[src/design/sldf_pkg.sv]
`timescale 1ns / 1ps
`default_nettype none
package sldf_pkg;

   typedef enum logic [2:0] {
      PH_SYNC1 = 3'd0,
      PH_SYNC2 = 3'd1,
      PH_LEN   = 3'd2,
      PH_BODY  = 3'd3,
      PH_CRCH  = 3'd4,
      PH_CRCL  = 3'd5
   } phase_type;

   typedef enum logic [2:0] {
      EV_NONE    = 3'd0,
      EV_BODY    = 3'd1,
      EV_OK      = 3'd2,
      EV_CRCERR  = 3'd3,
      EV_LENERR  = 3'd4,
      EV_RESYNC  = 3'd5
   } event_type;

   localparam logic [1:0] MODE_DATA  = 2'd0;
   localparam logic [1:0] MODE_ABORT = 2'd1;
   localparam logic [1:0] MODE_CLEAR = 2'd2;

   localparam logic CSR_FIRST_SYNC  = 1'b0;
   localparam logic CSR_SECOND_SYNC = 1'b1;

   localparam logic [7:0]  FIRST_SYNC_RESET  = 8'hAA;
   localparam logic [7:0]  SECOND_SYNC_RESET = 8'h55;
   localparam logic [15:0] CRC_INIT          = 16'hFFFF;
   localparam logic [15:0] CRC_POLY          = 16'h1021;

   localparam int CNT_W   = 32;
   localparam int TDATA_W = 200;

   typedef struct packed {
      event_type  ev;
      logic [7:0] body_byte;
      logic [6:0] body_index;
      logic [7:0] message_id;
      logic [7:0] sequence_id;
      logic [6:0] payload_length;
   } frame_res_type;

   typedef struct packed {
      logic count_byte;
      logic clear;
      logic inc_resync;
      logic inc_length_error;
      logic inc_crc_error;
      logic inc_good;
   } cnt_ctrl_type;

   typedef struct packed {
      logic [CNT_W-1:0] bytes;
      logic [CNT_W-1:0] resyncs;
      logic [CNT_W-1:0] bad_lengths;
      logic [CNT_W-1:0] bad_crcs;
      logic [CNT_W-1:0] good_packets;
   } cnt_type;

   // One byte of CRC-16/CCITT, MSB first, no reflection.
   function automatic logic [15:0] crc16_byte(input logic [15:0] crc, input logic [7:0] b);
      logic [15:0] c;
      c = crc ^ {b, 8'h00};
      for (int i = 0; i < 8; i++) begin
         if (c[15]) begin
            c = {c[14:0], 1'b0} ^ CRC_POLY;
         end else begin
            c = {c[14:0], 1'b0};
         end
      end
      return c;
   endfunction

endpackage
`default_nettype wire

[src/design/sldf_parser.sv]
`timescale 1ns / 1ps
`default_nettype none
module sldf_parser #(
   parameter int MAX_PAYLOAD = 64
) (
   input  wire logic                   clock,
   input  wire logic                   reset,
   input  wire logic                   accept,
   input  wire logic [1:0]             mode,
   input  wire logic [7:0]             data_byte,
   input  wire logic [7:0]             first_sync,
   input  wire logic [7:0]             second_sync,
   output sldf_pkg::frame_res_type     res,
   output sldf_pkg::cnt_ctrl_type      cnt_ctrl
);

   localparam int         LEN_W   = $clog2(MAX_PAYLOAD + 3);
   localparam logic [7:0] MAX_LEN = 8'(MAX_PAYLOAD + 2);
   localparam logic [7:0] MIN_LEN = 8'd2;

   sldf_pkg::phase_type phase_ff, phase_in;
   logic [LEN_W-1:0]    frame_length_ff, frame_length_in;
   logic [LEN_W-1:0]    body_count_ff, body_count_in;
   logic [15:0]         crc_ff, crc_in;
   logic [7:0]          crc_high_ff, crc_high_in;
   logic [7:0]          message_id_ff, message_id_in;
   logic [7:0]          sequence_ff, sequence_in;

   logic                is_data;
   logic                is_abort;
   logic                len_bad;
   logic [LEN_W-1:0]    count_inc;
   logic                body_done;

   assign is_data   = accept && (mode == sldf_pkg::MODE_DATA);
   assign is_abort  = accept && ((mode == sldf_pkg::MODE_ABORT) ||
                                 (mode == sldf_pkg::MODE_CLEAR));
   assign len_bad   = (data_byte < MIN_LEN) || (data_byte > MAX_LEN);
   assign count_inc = body_count_ff + LEN_W'(1);
   assign body_done = count_inc >= frame_length_ff;

   always_comb begin
      phase_in = phase_ff;
      if (is_abort) begin
         phase_in = sldf_pkg::PH_SYNC1;
      end else if (is_data) begin
         unique case (phase_ff)
            sldf_pkg::PH_SYNC1: begin
               if (data_byte == first_sync) phase_in = sldf_pkg::PH_SYNC2;
            end
            sldf_pkg::PH_SYNC2: begin
               if (data_byte == second_sync) begin
                  phase_in = sldf_pkg::PH_LEN;
               end else if (data_byte != first_sync) begin
                  phase_in = sldf_pkg::PH_SYNC1;
               end
            end
            sldf_pkg::PH_LEN: begin
               phase_in = len_bad ? sldf_pkg::PH_SYNC1 : sldf_pkg::PH_BODY;
            end
            sldf_pkg::PH_BODY: begin
               if (body_done) phase_in = sldf_pkg::PH_CRCH;
            end
            sldf_pkg::PH_CRCH: phase_in = sldf_pkg::PH_CRCL;
            sldf_pkg::PH_CRCL: phase_in = sldf_pkg::PH_SYNC1;
            default:           phase_in = sldf_pkg::PH_SYNC1;
         endcase
      end
   end

   always_comb begin
      logic wipe;
      wipe            = is_abort;
      res             = '0;
      res.ev          = sldf_pkg::EV_NONE;
      frame_length_in = frame_length_ff;
      body_count_in   = body_count_ff;
      crc_in          = crc_ff;
      crc_high_in     = crc_high_ff;
      message_id_in   = message_id_ff;
      sequence_in     = sequence_ff;
      if (is_data) begin
         unique case (phase_ff)
            sldf_pkg::PH_SYNC1: ;
            sldf_pkg::PH_SYNC2: begin
               if ((data_byte != second_sync) && (data_byte != first_sync)) begin
                  res.ev = sldf_pkg::EV_RESYNC;
               end
            end
            sldf_pkg::PH_LEN: begin
               if (len_bad) begin
                  res.ev = sldf_pkg::EV_LENERR;
                  wipe   = 1'b1;
               end else begin
                  frame_length_in = LEN_W'(data_byte);
                  body_count_in   = '0;
                  crc_in          = sldf_pkg::crc16_byte(sldf_pkg::CRC_INIT, data_byte);
               end
            end
            sldf_pkg::PH_BODY: begin
               res.ev         = sldf_pkg::EV_BODY;
               res.body_byte  = data_byte;
               res.body_index = 7'(body_count_ff);
               if (body_count_ff == '0) begin
                  message_id_in = data_byte;
               end else if (body_count_ff == LEN_W'(1)) begin
                  sequence_in = data_byte;
               end
               crc_in        = sldf_pkg::crc16_byte(crc_ff, data_byte);
               body_count_in = count_inc;
            end
            sldf_pkg::PH_CRCH: crc_high_in = data_byte;
            sldf_pkg::PH_CRCL: begin
               res.message_id     = message_id_ff;
               res.sequence_id    = sequence_ff;
               res.payload_length = 7'(frame_length_ff - LEN_W'(2));
               res.ev = ({crc_high_ff, data_byte} == crc_ff) ? sldf_pkg::EV_OK
                                                              : sldf_pkg::EV_CRCERR;
               wipe   = 1'b1;
            end
            default: wipe = 1'b1;
         endcase
      end
      if (wipe) begin
         frame_length_in = '0;
         body_count_in   = '0;
         crc_in          = sldf_pkg::CRC_INIT;
         crc_high_in     = '0;
         message_id_in   = '0;
         sequence_in     = '0;
      end
   end

   always_comb begin
      cnt_ctrl.count_byte       = is_data;
      cnt_ctrl.clear            = accept && (mode == sldf_pkg::MODE_CLEAR);
      cnt_ctrl.inc_resync       = res.ev == sldf_pkg::EV_RESYNC;
      cnt_ctrl.inc_length_error = res.ev == sldf_pkg::EV_LENERR;
      cnt_ctrl.inc_crc_error    = res.ev == sldf_pkg::EV_CRCERR;
      cnt_ctrl.inc_good         = res.ev == sldf_pkg::EV_OK;
   end

   always_ff @(posedge clock) begin
      if (reset) begin
         phase_ff        <= sldf_pkg::PH_SYNC1;
         frame_length_ff <= '0;
         body_count_ff   <= '0;
         crc_ff          <= sldf_pkg::CRC_INIT;
         crc_high_ff     <= '0;
         message_id_ff   <= '0;
         sequence_ff     <= '0;
      end else begin
         phase_ff        <= phase_in;
         frame_length_ff <= frame_length_in;
         body_count_ff   <= body_count_in;
         crc_ff          <= crc_in;
         crc_high_ff     <= crc_high_in;
         message_id_ff   <= message_id_in;
         sequence_ff     <= sequence_in;
      end
   end

endmodule
`default_nettype wire

[src/design/sldf_counters.sv]
`timescale 1ns / 1ps
`default_nettype none
module sldf_counters (
   input  wire logic                   clock,
   input  wire logic                   reset,
   input  wire sldf_pkg::cnt_ctrl_type cnt_ctrl,
   output sldf_pkg::cnt_type           cnt_next
);

   sldf_pkg::cnt_type cnt_ff, cnt_in;

   always_comb begin
      if (cnt_ctrl.clear) begin
         cnt_in = '0;
      end else begin
         cnt_in.bytes        = cnt_ff.bytes + sldf_pkg::CNT_W'(cnt_ctrl.count_byte);
         cnt_in.resyncs      = cnt_ff.resyncs + sldf_pkg::CNT_W'(cnt_ctrl.inc_resync);
         cnt_in.bad_lengths  = cnt_ff.bad_lengths +
                               sldf_pkg::CNT_W'(cnt_ctrl.inc_length_error);
         cnt_in.bad_crcs     = cnt_ff.bad_crcs + sldf_pkg::CNT_W'(cnt_ctrl.inc_crc_error);
         cnt_in.good_packets = cnt_ff.good_packets + sldf_pkg::CNT_W'(cnt_ctrl.inc_good);
      end
   end

   assign cnt_next = cnt_in;

   always_ff @(posedge clock) begin
      if (reset) begin
         cnt_ff <= '0;
      end else begin
         cnt_ff <= cnt_in;
      end
   end

endmodule
`default_nettype wire

[src/design/sync_length_crc_packet_deframer_core.sv]
`timescale 1ns / 1ps
`default_nettype none
// Byte-stream deframer: sync pair, length byte, body, big-endian CRC-16/CCITT.
// Request channel (req_*): one received byte per request, with a mode in
// tuser that selects data byte, abort frame, or abort frame and clear counters.
// Response channel (rsp_*): exactly one response per request, carrying the
// event code in tuser and the body byte, its index, the frame header fields
// and the five wrapping 32-bit counters in tdata.
// Configuration port (csr_*): index 0 writes the first sync byte, index 1 the
// second; write only while no request is in flight.
// The response is registered and is presented in the cycle after its request
// is accepted. Throughput is one request per cycle while the receiver takes
// responses, set by the combinational byte-wide CRC update and phase decode.
// When the receiver stalls, the response register holds its content and
// req_tready drops until the response is taken; a request is accepted in the
// same cycle the pending response leaves.
// Synchronous reset returns the parser to the sync hunt, clears all counters,
// empties the response register and restores the sync bytes to 0xAA and 0x55.
module sync_length_crc_packet_deframer_core #(
   parameter int MAX_PAYLOAD = 64
) (
   input  wire logic                         clock,
   input  wire logic                         reset,
   input  wire logic                         req_tvalid,
   output wire logic                         req_tready,
   input  wire logic [7:0]                   req_tdata,  // data_byte
   input  wire logic [1:0]                   req_tuser,  // mode
   output wire logic                         rsp_tvalid,
   input  wire logic                         rsp_tready,
   // body_byte, body_index, message_id_out, sequence_out, payload_length,
   // bytes_seen, resyncs_seen, length error count, checksum error count,
   // good_packets_seen, zero fill
   output wire logic [sldf_pkg::TDATA_W-1:0] rsp_tdata,
   output wire logic [2:0]                   rsp_tuser,  // event_res
   input  wire logic                         csr_we,
   input  wire logic                         csr_index,
   input  wire logic [7:0]                   csr_wdata
);

   logic                         accept;
   logic [7:0]                   first_sync_ff, first_sync_in;
   logic [7:0]                   second_sync_ff, second_sync_in;
   logic                         rsp_valid_ff, rsp_valid_in;
   logic [sldf_pkg::TDATA_W-1:0] rsp_data_ff, rsp_data_in;
   logic [2:0]                   rsp_user_ff, rsp_user_in;

   sldf_pkg::frame_res_type      res;
   sldf_pkg::cnt_ctrl_type       cnt_ctrl;
   sldf_pkg::cnt_type            cnt_next;

   assign req_tready = !rsp_valid_ff || rsp_tready;
   assign accept     = req_tvalid && req_tready;

   sldf_parser #(.MAX_PAYLOAD(MAX_PAYLOAD)) u_parser (
      .clock       (clock),
      .reset       (reset),
      .accept      (accept),
      .mode        (req_tuser),
      .data_byte   (req_tdata),
      .first_sync  (first_sync_ff),
      .second_sync (second_sync_ff),
      .res         (res),
      .cnt_ctrl    (cnt_ctrl)
   );

   sldf_counters u_counters (
      .clock    (clock),
      .reset    (reset),
      .cnt_ctrl (cnt_ctrl),
      .cnt_next (cnt_next)
   );

   always_comb begin
      first_sync_in  = first_sync_ff;
      second_sync_in = second_sync_ff;
      if (csr_we) begin
         unique case (csr_index)
            sldf_pkg::CSR_FIRST_SYNC:  first_sync_in  = csr_wdata;
            sldf_pkg::CSR_SECOND_SYNC: second_sync_in = csr_wdata;
            default: ;
         endcase
      end
   end

   always_comb begin
      rsp_valid_in = rsp_valid_ff;
      rsp_data_in  = rsp_data_ff;
      rsp_user_in  = rsp_user_ff;
      if (accept) begin
         rsp_valid_in = 1'b1;
         rsp_user_in  = res.ev;
         rsp_data_in  = {2'b00,
                         cnt_next.good_packets, cnt_next.bad_crcs,
                         cnt_next.bad_lengths, cnt_next.resyncs, cnt_next.bytes,
                         res.payload_length, res.sequence_id, res.message_id,
                         res.body_index, res.body_byte};
      end else if (rsp_tready) begin
         rsp_valid_in = 1'b0;
      end
   end

   always_ff @(posedge clock) begin
      if (reset) begin
         first_sync_ff  <= sldf_pkg::FIRST_SYNC_RESET;
         second_sync_ff <= sldf_pkg::SECOND_SYNC_RESET;
         rsp_valid_ff   <= 1'b0;
      end else begin
         first_sync_ff  <= first_sync_in;
         second_sync_ff <= second_sync_in;
         rsp_valid_ff   <= rsp_valid_in;
      end
   end

   always_ff @(posedge clock) begin
      rsp_data_ff <= rsp_data_in;
      rsp_user_ff <= rsp_user_in;
   end

   assign rsp_tvalid = rsp_valid_ff;
   assign rsp_tdata  = rsp_data_ff;
   assign rsp_tuser  = rsp_user_ff;

`ifndef SYNTHESIS
   a_accept_gives_response: assert property (@(posedge clock) disable iff (reset)
      accept |=> rsp_valid_ff)
      else $error("accepted request produced no response");

   a_clear_zeroes_counters: assert property (@(posedge clock) disable iff (reset)
      accept && (req_tuser == sldf_pkg::MODE_CLEAR) |=>
         (rsp_data_ff[197:38] == '0))
      else $error("counter clear left a nonzero counter");

   a_body_index_in_range: assert property (@(posedge clock) disable iff (reset)
      rsp_valid_ff && (rsp_user_ff == sldf_pkg::EV_BODY) |->
         (rsp_data_ff[14:8] < 7'(MAX_PAYLOAD + 2)))
      else $error("body index beyond the largest frame");

   a_header_only_on_verdict: assert property (@(posedge clock) disable iff (reset)
      rsp_valid_ff && (rsp_user_ff != sldf_pkg::EV_OK) &&
         (rsp_user_ff != sldf_pkg::EV_CRCERR) |-> (rsp_data_ff[37:15] == '0))
      else $error("header fields set outside a verdict");
`endif

endmodule
`default_nettype wire

[config.mk]
export PLATFORM = sky130hd
export DESIGN_NAME = sync_length_crc_packet_deframer_core
export DESIGN_NICKNAME = d
export VERILOG_FILES = /design/src/design/sldf_pkg.sv /design/src/design/sldf_parser.sv /design/src/design/sldf_counters.sv /design/src/design/sync_length_crc_packet_deframer_core.sv
export SDC_FILE = /design/constraint.sdc
export NUM_CORES = 1
export LEC_CHECK = 0
export BUFFER_PORTS_ARGS = -buffer_cell sky130_fd_sc_hd__buf_2
export CAP_MARGIN = 40
export CORE_ASPECT_RATIO = 0.75
export CORE_MARGIN = 4
export CORE_UTILIZATION = 60
export DETAILED_ROUTE_END_ITERATION = 8
export MAX_ROUTING_LAYER = met4
export PLACE_DENSITY = 0.79
export SLEW_MARGIN = 20
export SYNTH_ARGS = -nofsm -noshare
export SYNTH_HDL_FRONTEND = slang
export SYNTH_SLANG_ARGS = --single-unit
[constraint.sdc]
create_clock -name clock -period 16.6 [get_ports clock]
set_input_delay 1.66 -clock clock [delete_from_list [all_inputs] [get_ports clock]]
set_output_delay 1.66 -clock clock [all_outputs]
set_load 0.02 [all_outputs]
==> out/metrics.csv <==
metric;value;unit
DR pass1 iterations;7;
Layout Cells excl Fill;2363;
Initial Util;61.1;%
Synth area leader;edfxtp_1;
postcts setup bufs;0;
Post-Synth Adder-Cell Area;1.56;%
initial antenna violation count;0;
Worst setup EP type;flop;
outcome;completed;
CTS tree;done;
top_reg_cell synth;dfxtp_1;
clock share of power;41.6;%
Compound-Gate Fraction of Synth Area;4.72;%
pre-CTS setup slack;11100;ps
Slew Viols, Final;0;
crit-path max cell delay;650;ps
cts hold-fix bufs;0;
first-pass GRT wire length;69.7;mm
Seq pwr share;52.7;%
number of global-route vias before repair;13000;
worst endpoint required time;16860;ps
Port Buffers;226;
hpwl dp;29.5;mm
Hold WC Path Type;flop to flop;
core region area;30300;um^2
Wirelength per Cell;18.6;um
largest net degree at the start of global routing;186;
post-synthesis mux area share;1.79;%
kind of critical path;input port to flop;
Final Setup Violations;0;
max-cap violation count;0;
Yosys warnings;0;
Cells after Synth;1743;
Yosys reg bits;435;
ys async rst share;0;%
Die Span Y;160;um
post-synthesis sequential area ratio;58.0;%
CTS Sinks;435;
Pint;1.70;mW
delay-heaviest family, CP;compound AO/OA/AOI/OAI gates;
Slew @ Worst Pin;1060;ps
Nets;1979;
CP bufs+invs;1;
Leakage;8.20;nW
Setup TNS;0;ps
Final WS setup;11630;ps
Fmax achieved;201;MHz
normalized max-slew margin;29.0;%
DRC;0;
VDD IR max;0.0000957;V
Yosys cell types;60;
largest cells by area after synthesis;edfxtp_1, dfxtp_1, xnor2_1;
Final Cycle Share;29.9;%
worst skew pair latency;540;ps
# IOs;229;
power per cell area;103;nW/um^2
Worst Path Arrival;5230;ps
CP Cell Sequence;buf_2 > nor4_2 > a21boi_1 > o21bai_1 > a221oi_1 > ha_1 > ha_1 > and4_1 > or4b_2 > o21ai_0 > a21oi_1;
Num CTS Buffers;41;
Gate power share;5.7;%
final hold vios;0;
DR iter-0 viols;1171;
simple-gate area share of the yosys netlist;21.0;%
clk_skew;12.9;ps
CTS resizes;0;
syn avg cell area;10.6;um^2
share of the synthesized area in the top cell type;32.6;%
Overflow after GRT;0;
n_diodes;0;
Slowest-stage cell, CP;or4b_2;
fill count;2244;
GPL Wtd Cong;0.895;
layout cells sized above 1;16.0;%
vias per cell;5.81;
Vias;13700;
row cnt;55;
Routed WL;43.9;mm
Mapped Area;18500;um^2
Die X;211;um
sw frac;22.7;%
DIE AREA;33700;um^2
largest family of logic cells by synthesized area;simple AND/OR/NAND/NOR gates;
CP dominant cell by count;ha_1;
H-tree depth;2;
CTS Buffer Depth;3;
RSZ-0062 raised after global routing;false;
Inst Count DP;2286;
Tmin final;4970;ps
Post-synth EDFFs;201;
Setup crit start kind;input port;
DRT antenna net count;0;
Worst-path clk slew;60;ps
area delta synth->final;15.0;%
Clk Tree Root Cell;clkbuf_16;
critical path peak fanout;12;
gr usage total;25.9;%
Switch Pwr;0.498;mW
XOR/XNOR Fraction of Synth Area;10.0;%
[cell usage after synthesis (2+ instances only)]
library cell    n
inv_1          33
nand3_2         2
and4_1         20
nor2b_1        14
nand3b_1        8
xnor2_1       127
a21oi_1        38
o2111ai_1      15
nand3_1        66
nand2b_1        6
a31oi_1         2
or4_1          14
nand2_1        90
mux2i_1        33
nor3_1        120
nor2_1        260
or3_1           8
nor4b_1         3
xor2_1         85
clkbuf_1       69
a21o_1          3
and3_1         26
o21ai_0        41
buf_4           2
o21bai_1        2
nand4b_1        4
nor4_1         27
dfxtp_1       234
a211oi_1        7
and2_1         47
a211o_1         5
edfxtp_1      201
o211ai_1       19
buf_2          20
buf_1           3
nand4_1        42
nor3b_1         2
ha_1           23
[cells in the final DEF (no fill, tap or decap), types with 43 or more instances in the layout]
cell       count
nand2_1       90
edfxtp_1     201
nand3_1       66
nor3_1       119
dfxtp_1      234
xnor2_1      127
and2_1        46
xor2_1        85
nor2_1       260
buf_2        225
clkbuf_16     43
[final timing paths]
path                   startpoint                to  slack [ps]  depth (start not counted)
min reg2reg      first_sync_ff[6]  first_sync_ff[6]         490                          2
max                  req_tdata[4]     rsp_tdata[96]       11630                         11
min              first_sync_ff[6]  first_sync_ff[6]         490                          2
max reg2reg  u_parser.phase_ff[1]     rsp_tdata[96]       12550                         10
[flip-flops by register name (all words and copies together), names as in the netlist]
| signal | count |
|---|---|
| rsp_tuser | 3 |
| u_counters.cnt_ff | 160 |
| u_parser.crc_ff | 16 |
| rsp_tdata | 198 |
| first_sync_ff | 8 |
| u_parser.phase_ff | 3 |
| u_parser.frame_length_ff | 7 |
| rsp_tvalid | 1 |
| u_parser.crc_high_ff | 8 |
| u_parser.message_id_ff | 8 |
| u_parser.sequence_ff | 8 |
| second_sync_ff | 8 |
| u_parser.body_count_ff | 7 |
[per-stage QoR]
stage,hold slack [ps],area [um^2],utilization (%),power (mW)
2_1_floorplan,449,18500,-,1.26
3_3_place_gp,474,19800,65.4,1.30
3_5_place_dp,482,19900,65.8,1.31
4_1_cts,490,21200,70.1,2.21
5_1_grt,505,21300,70.2,2.27
6_report,493,21300,70.2,2.20
[logic make-up after synthesis]
kind of cell / Yosys count
AND/OR/NAND/NOR: 771
flip-flops: 435
XOR/XNOR: 212
AO/OA/AOI/OAI: 139
buffers and inverters: 129
multiplexers: 33
adder cells (fa/ha/maj): 23
other: 1
[worst register-to-register path, cell delays in order (launching register included)]
cell,delay [ps]
dfxtp_1,460
nor2b_1,460
nand2b_1,210
o21bai_1,240
a221oi_1,460
ha_1,380
ha_1,250
and4_1,310
or4b_2,650
o21ai_0,280
a21oi_1,100
[metal layers]
| layer | routed length [um] | GRT usage [%] |
|---|---|---|
| met1 | 19800 | 37.6 |
| met2 | 19500 | 37.4 |
| met3 | 3480 | 4.91 |
| met4 | 1120 | 7.89 |
| met5 | 0 | - |
[power groups by stage]
stage,Clock [mW],Sequential (mW),Combinational (mW)
floorplan,0,1.21,0.0472
global placement,0,1.18,0.121
detailed placement,0,1.18,0.125
CTS,0.927,1.16,0.126
global route,0.974,1.16,0.133
finish,0.912,1.16,0.126
[cell type report]
| class | count | area [um^2] | share of cell area, % |
|---|---|---|---|
| Clock buffer | 55 | 1150 | 5.42 |
| Clock inverter | 20 | 150 | 0.706 |
| Inverter | 34 | 128 | 0.600 |
| Multi-Input combinational cell | 1180 | 7270 | 34.2 |
| Sequential cell | 435 | 10700 | 50.4 |
| Tap cell | 399 | 499 | 2.35 |
| Timing Repair Buffer | 240 | 1330 | 6.26 |
(Power assumes the default switching activity.)
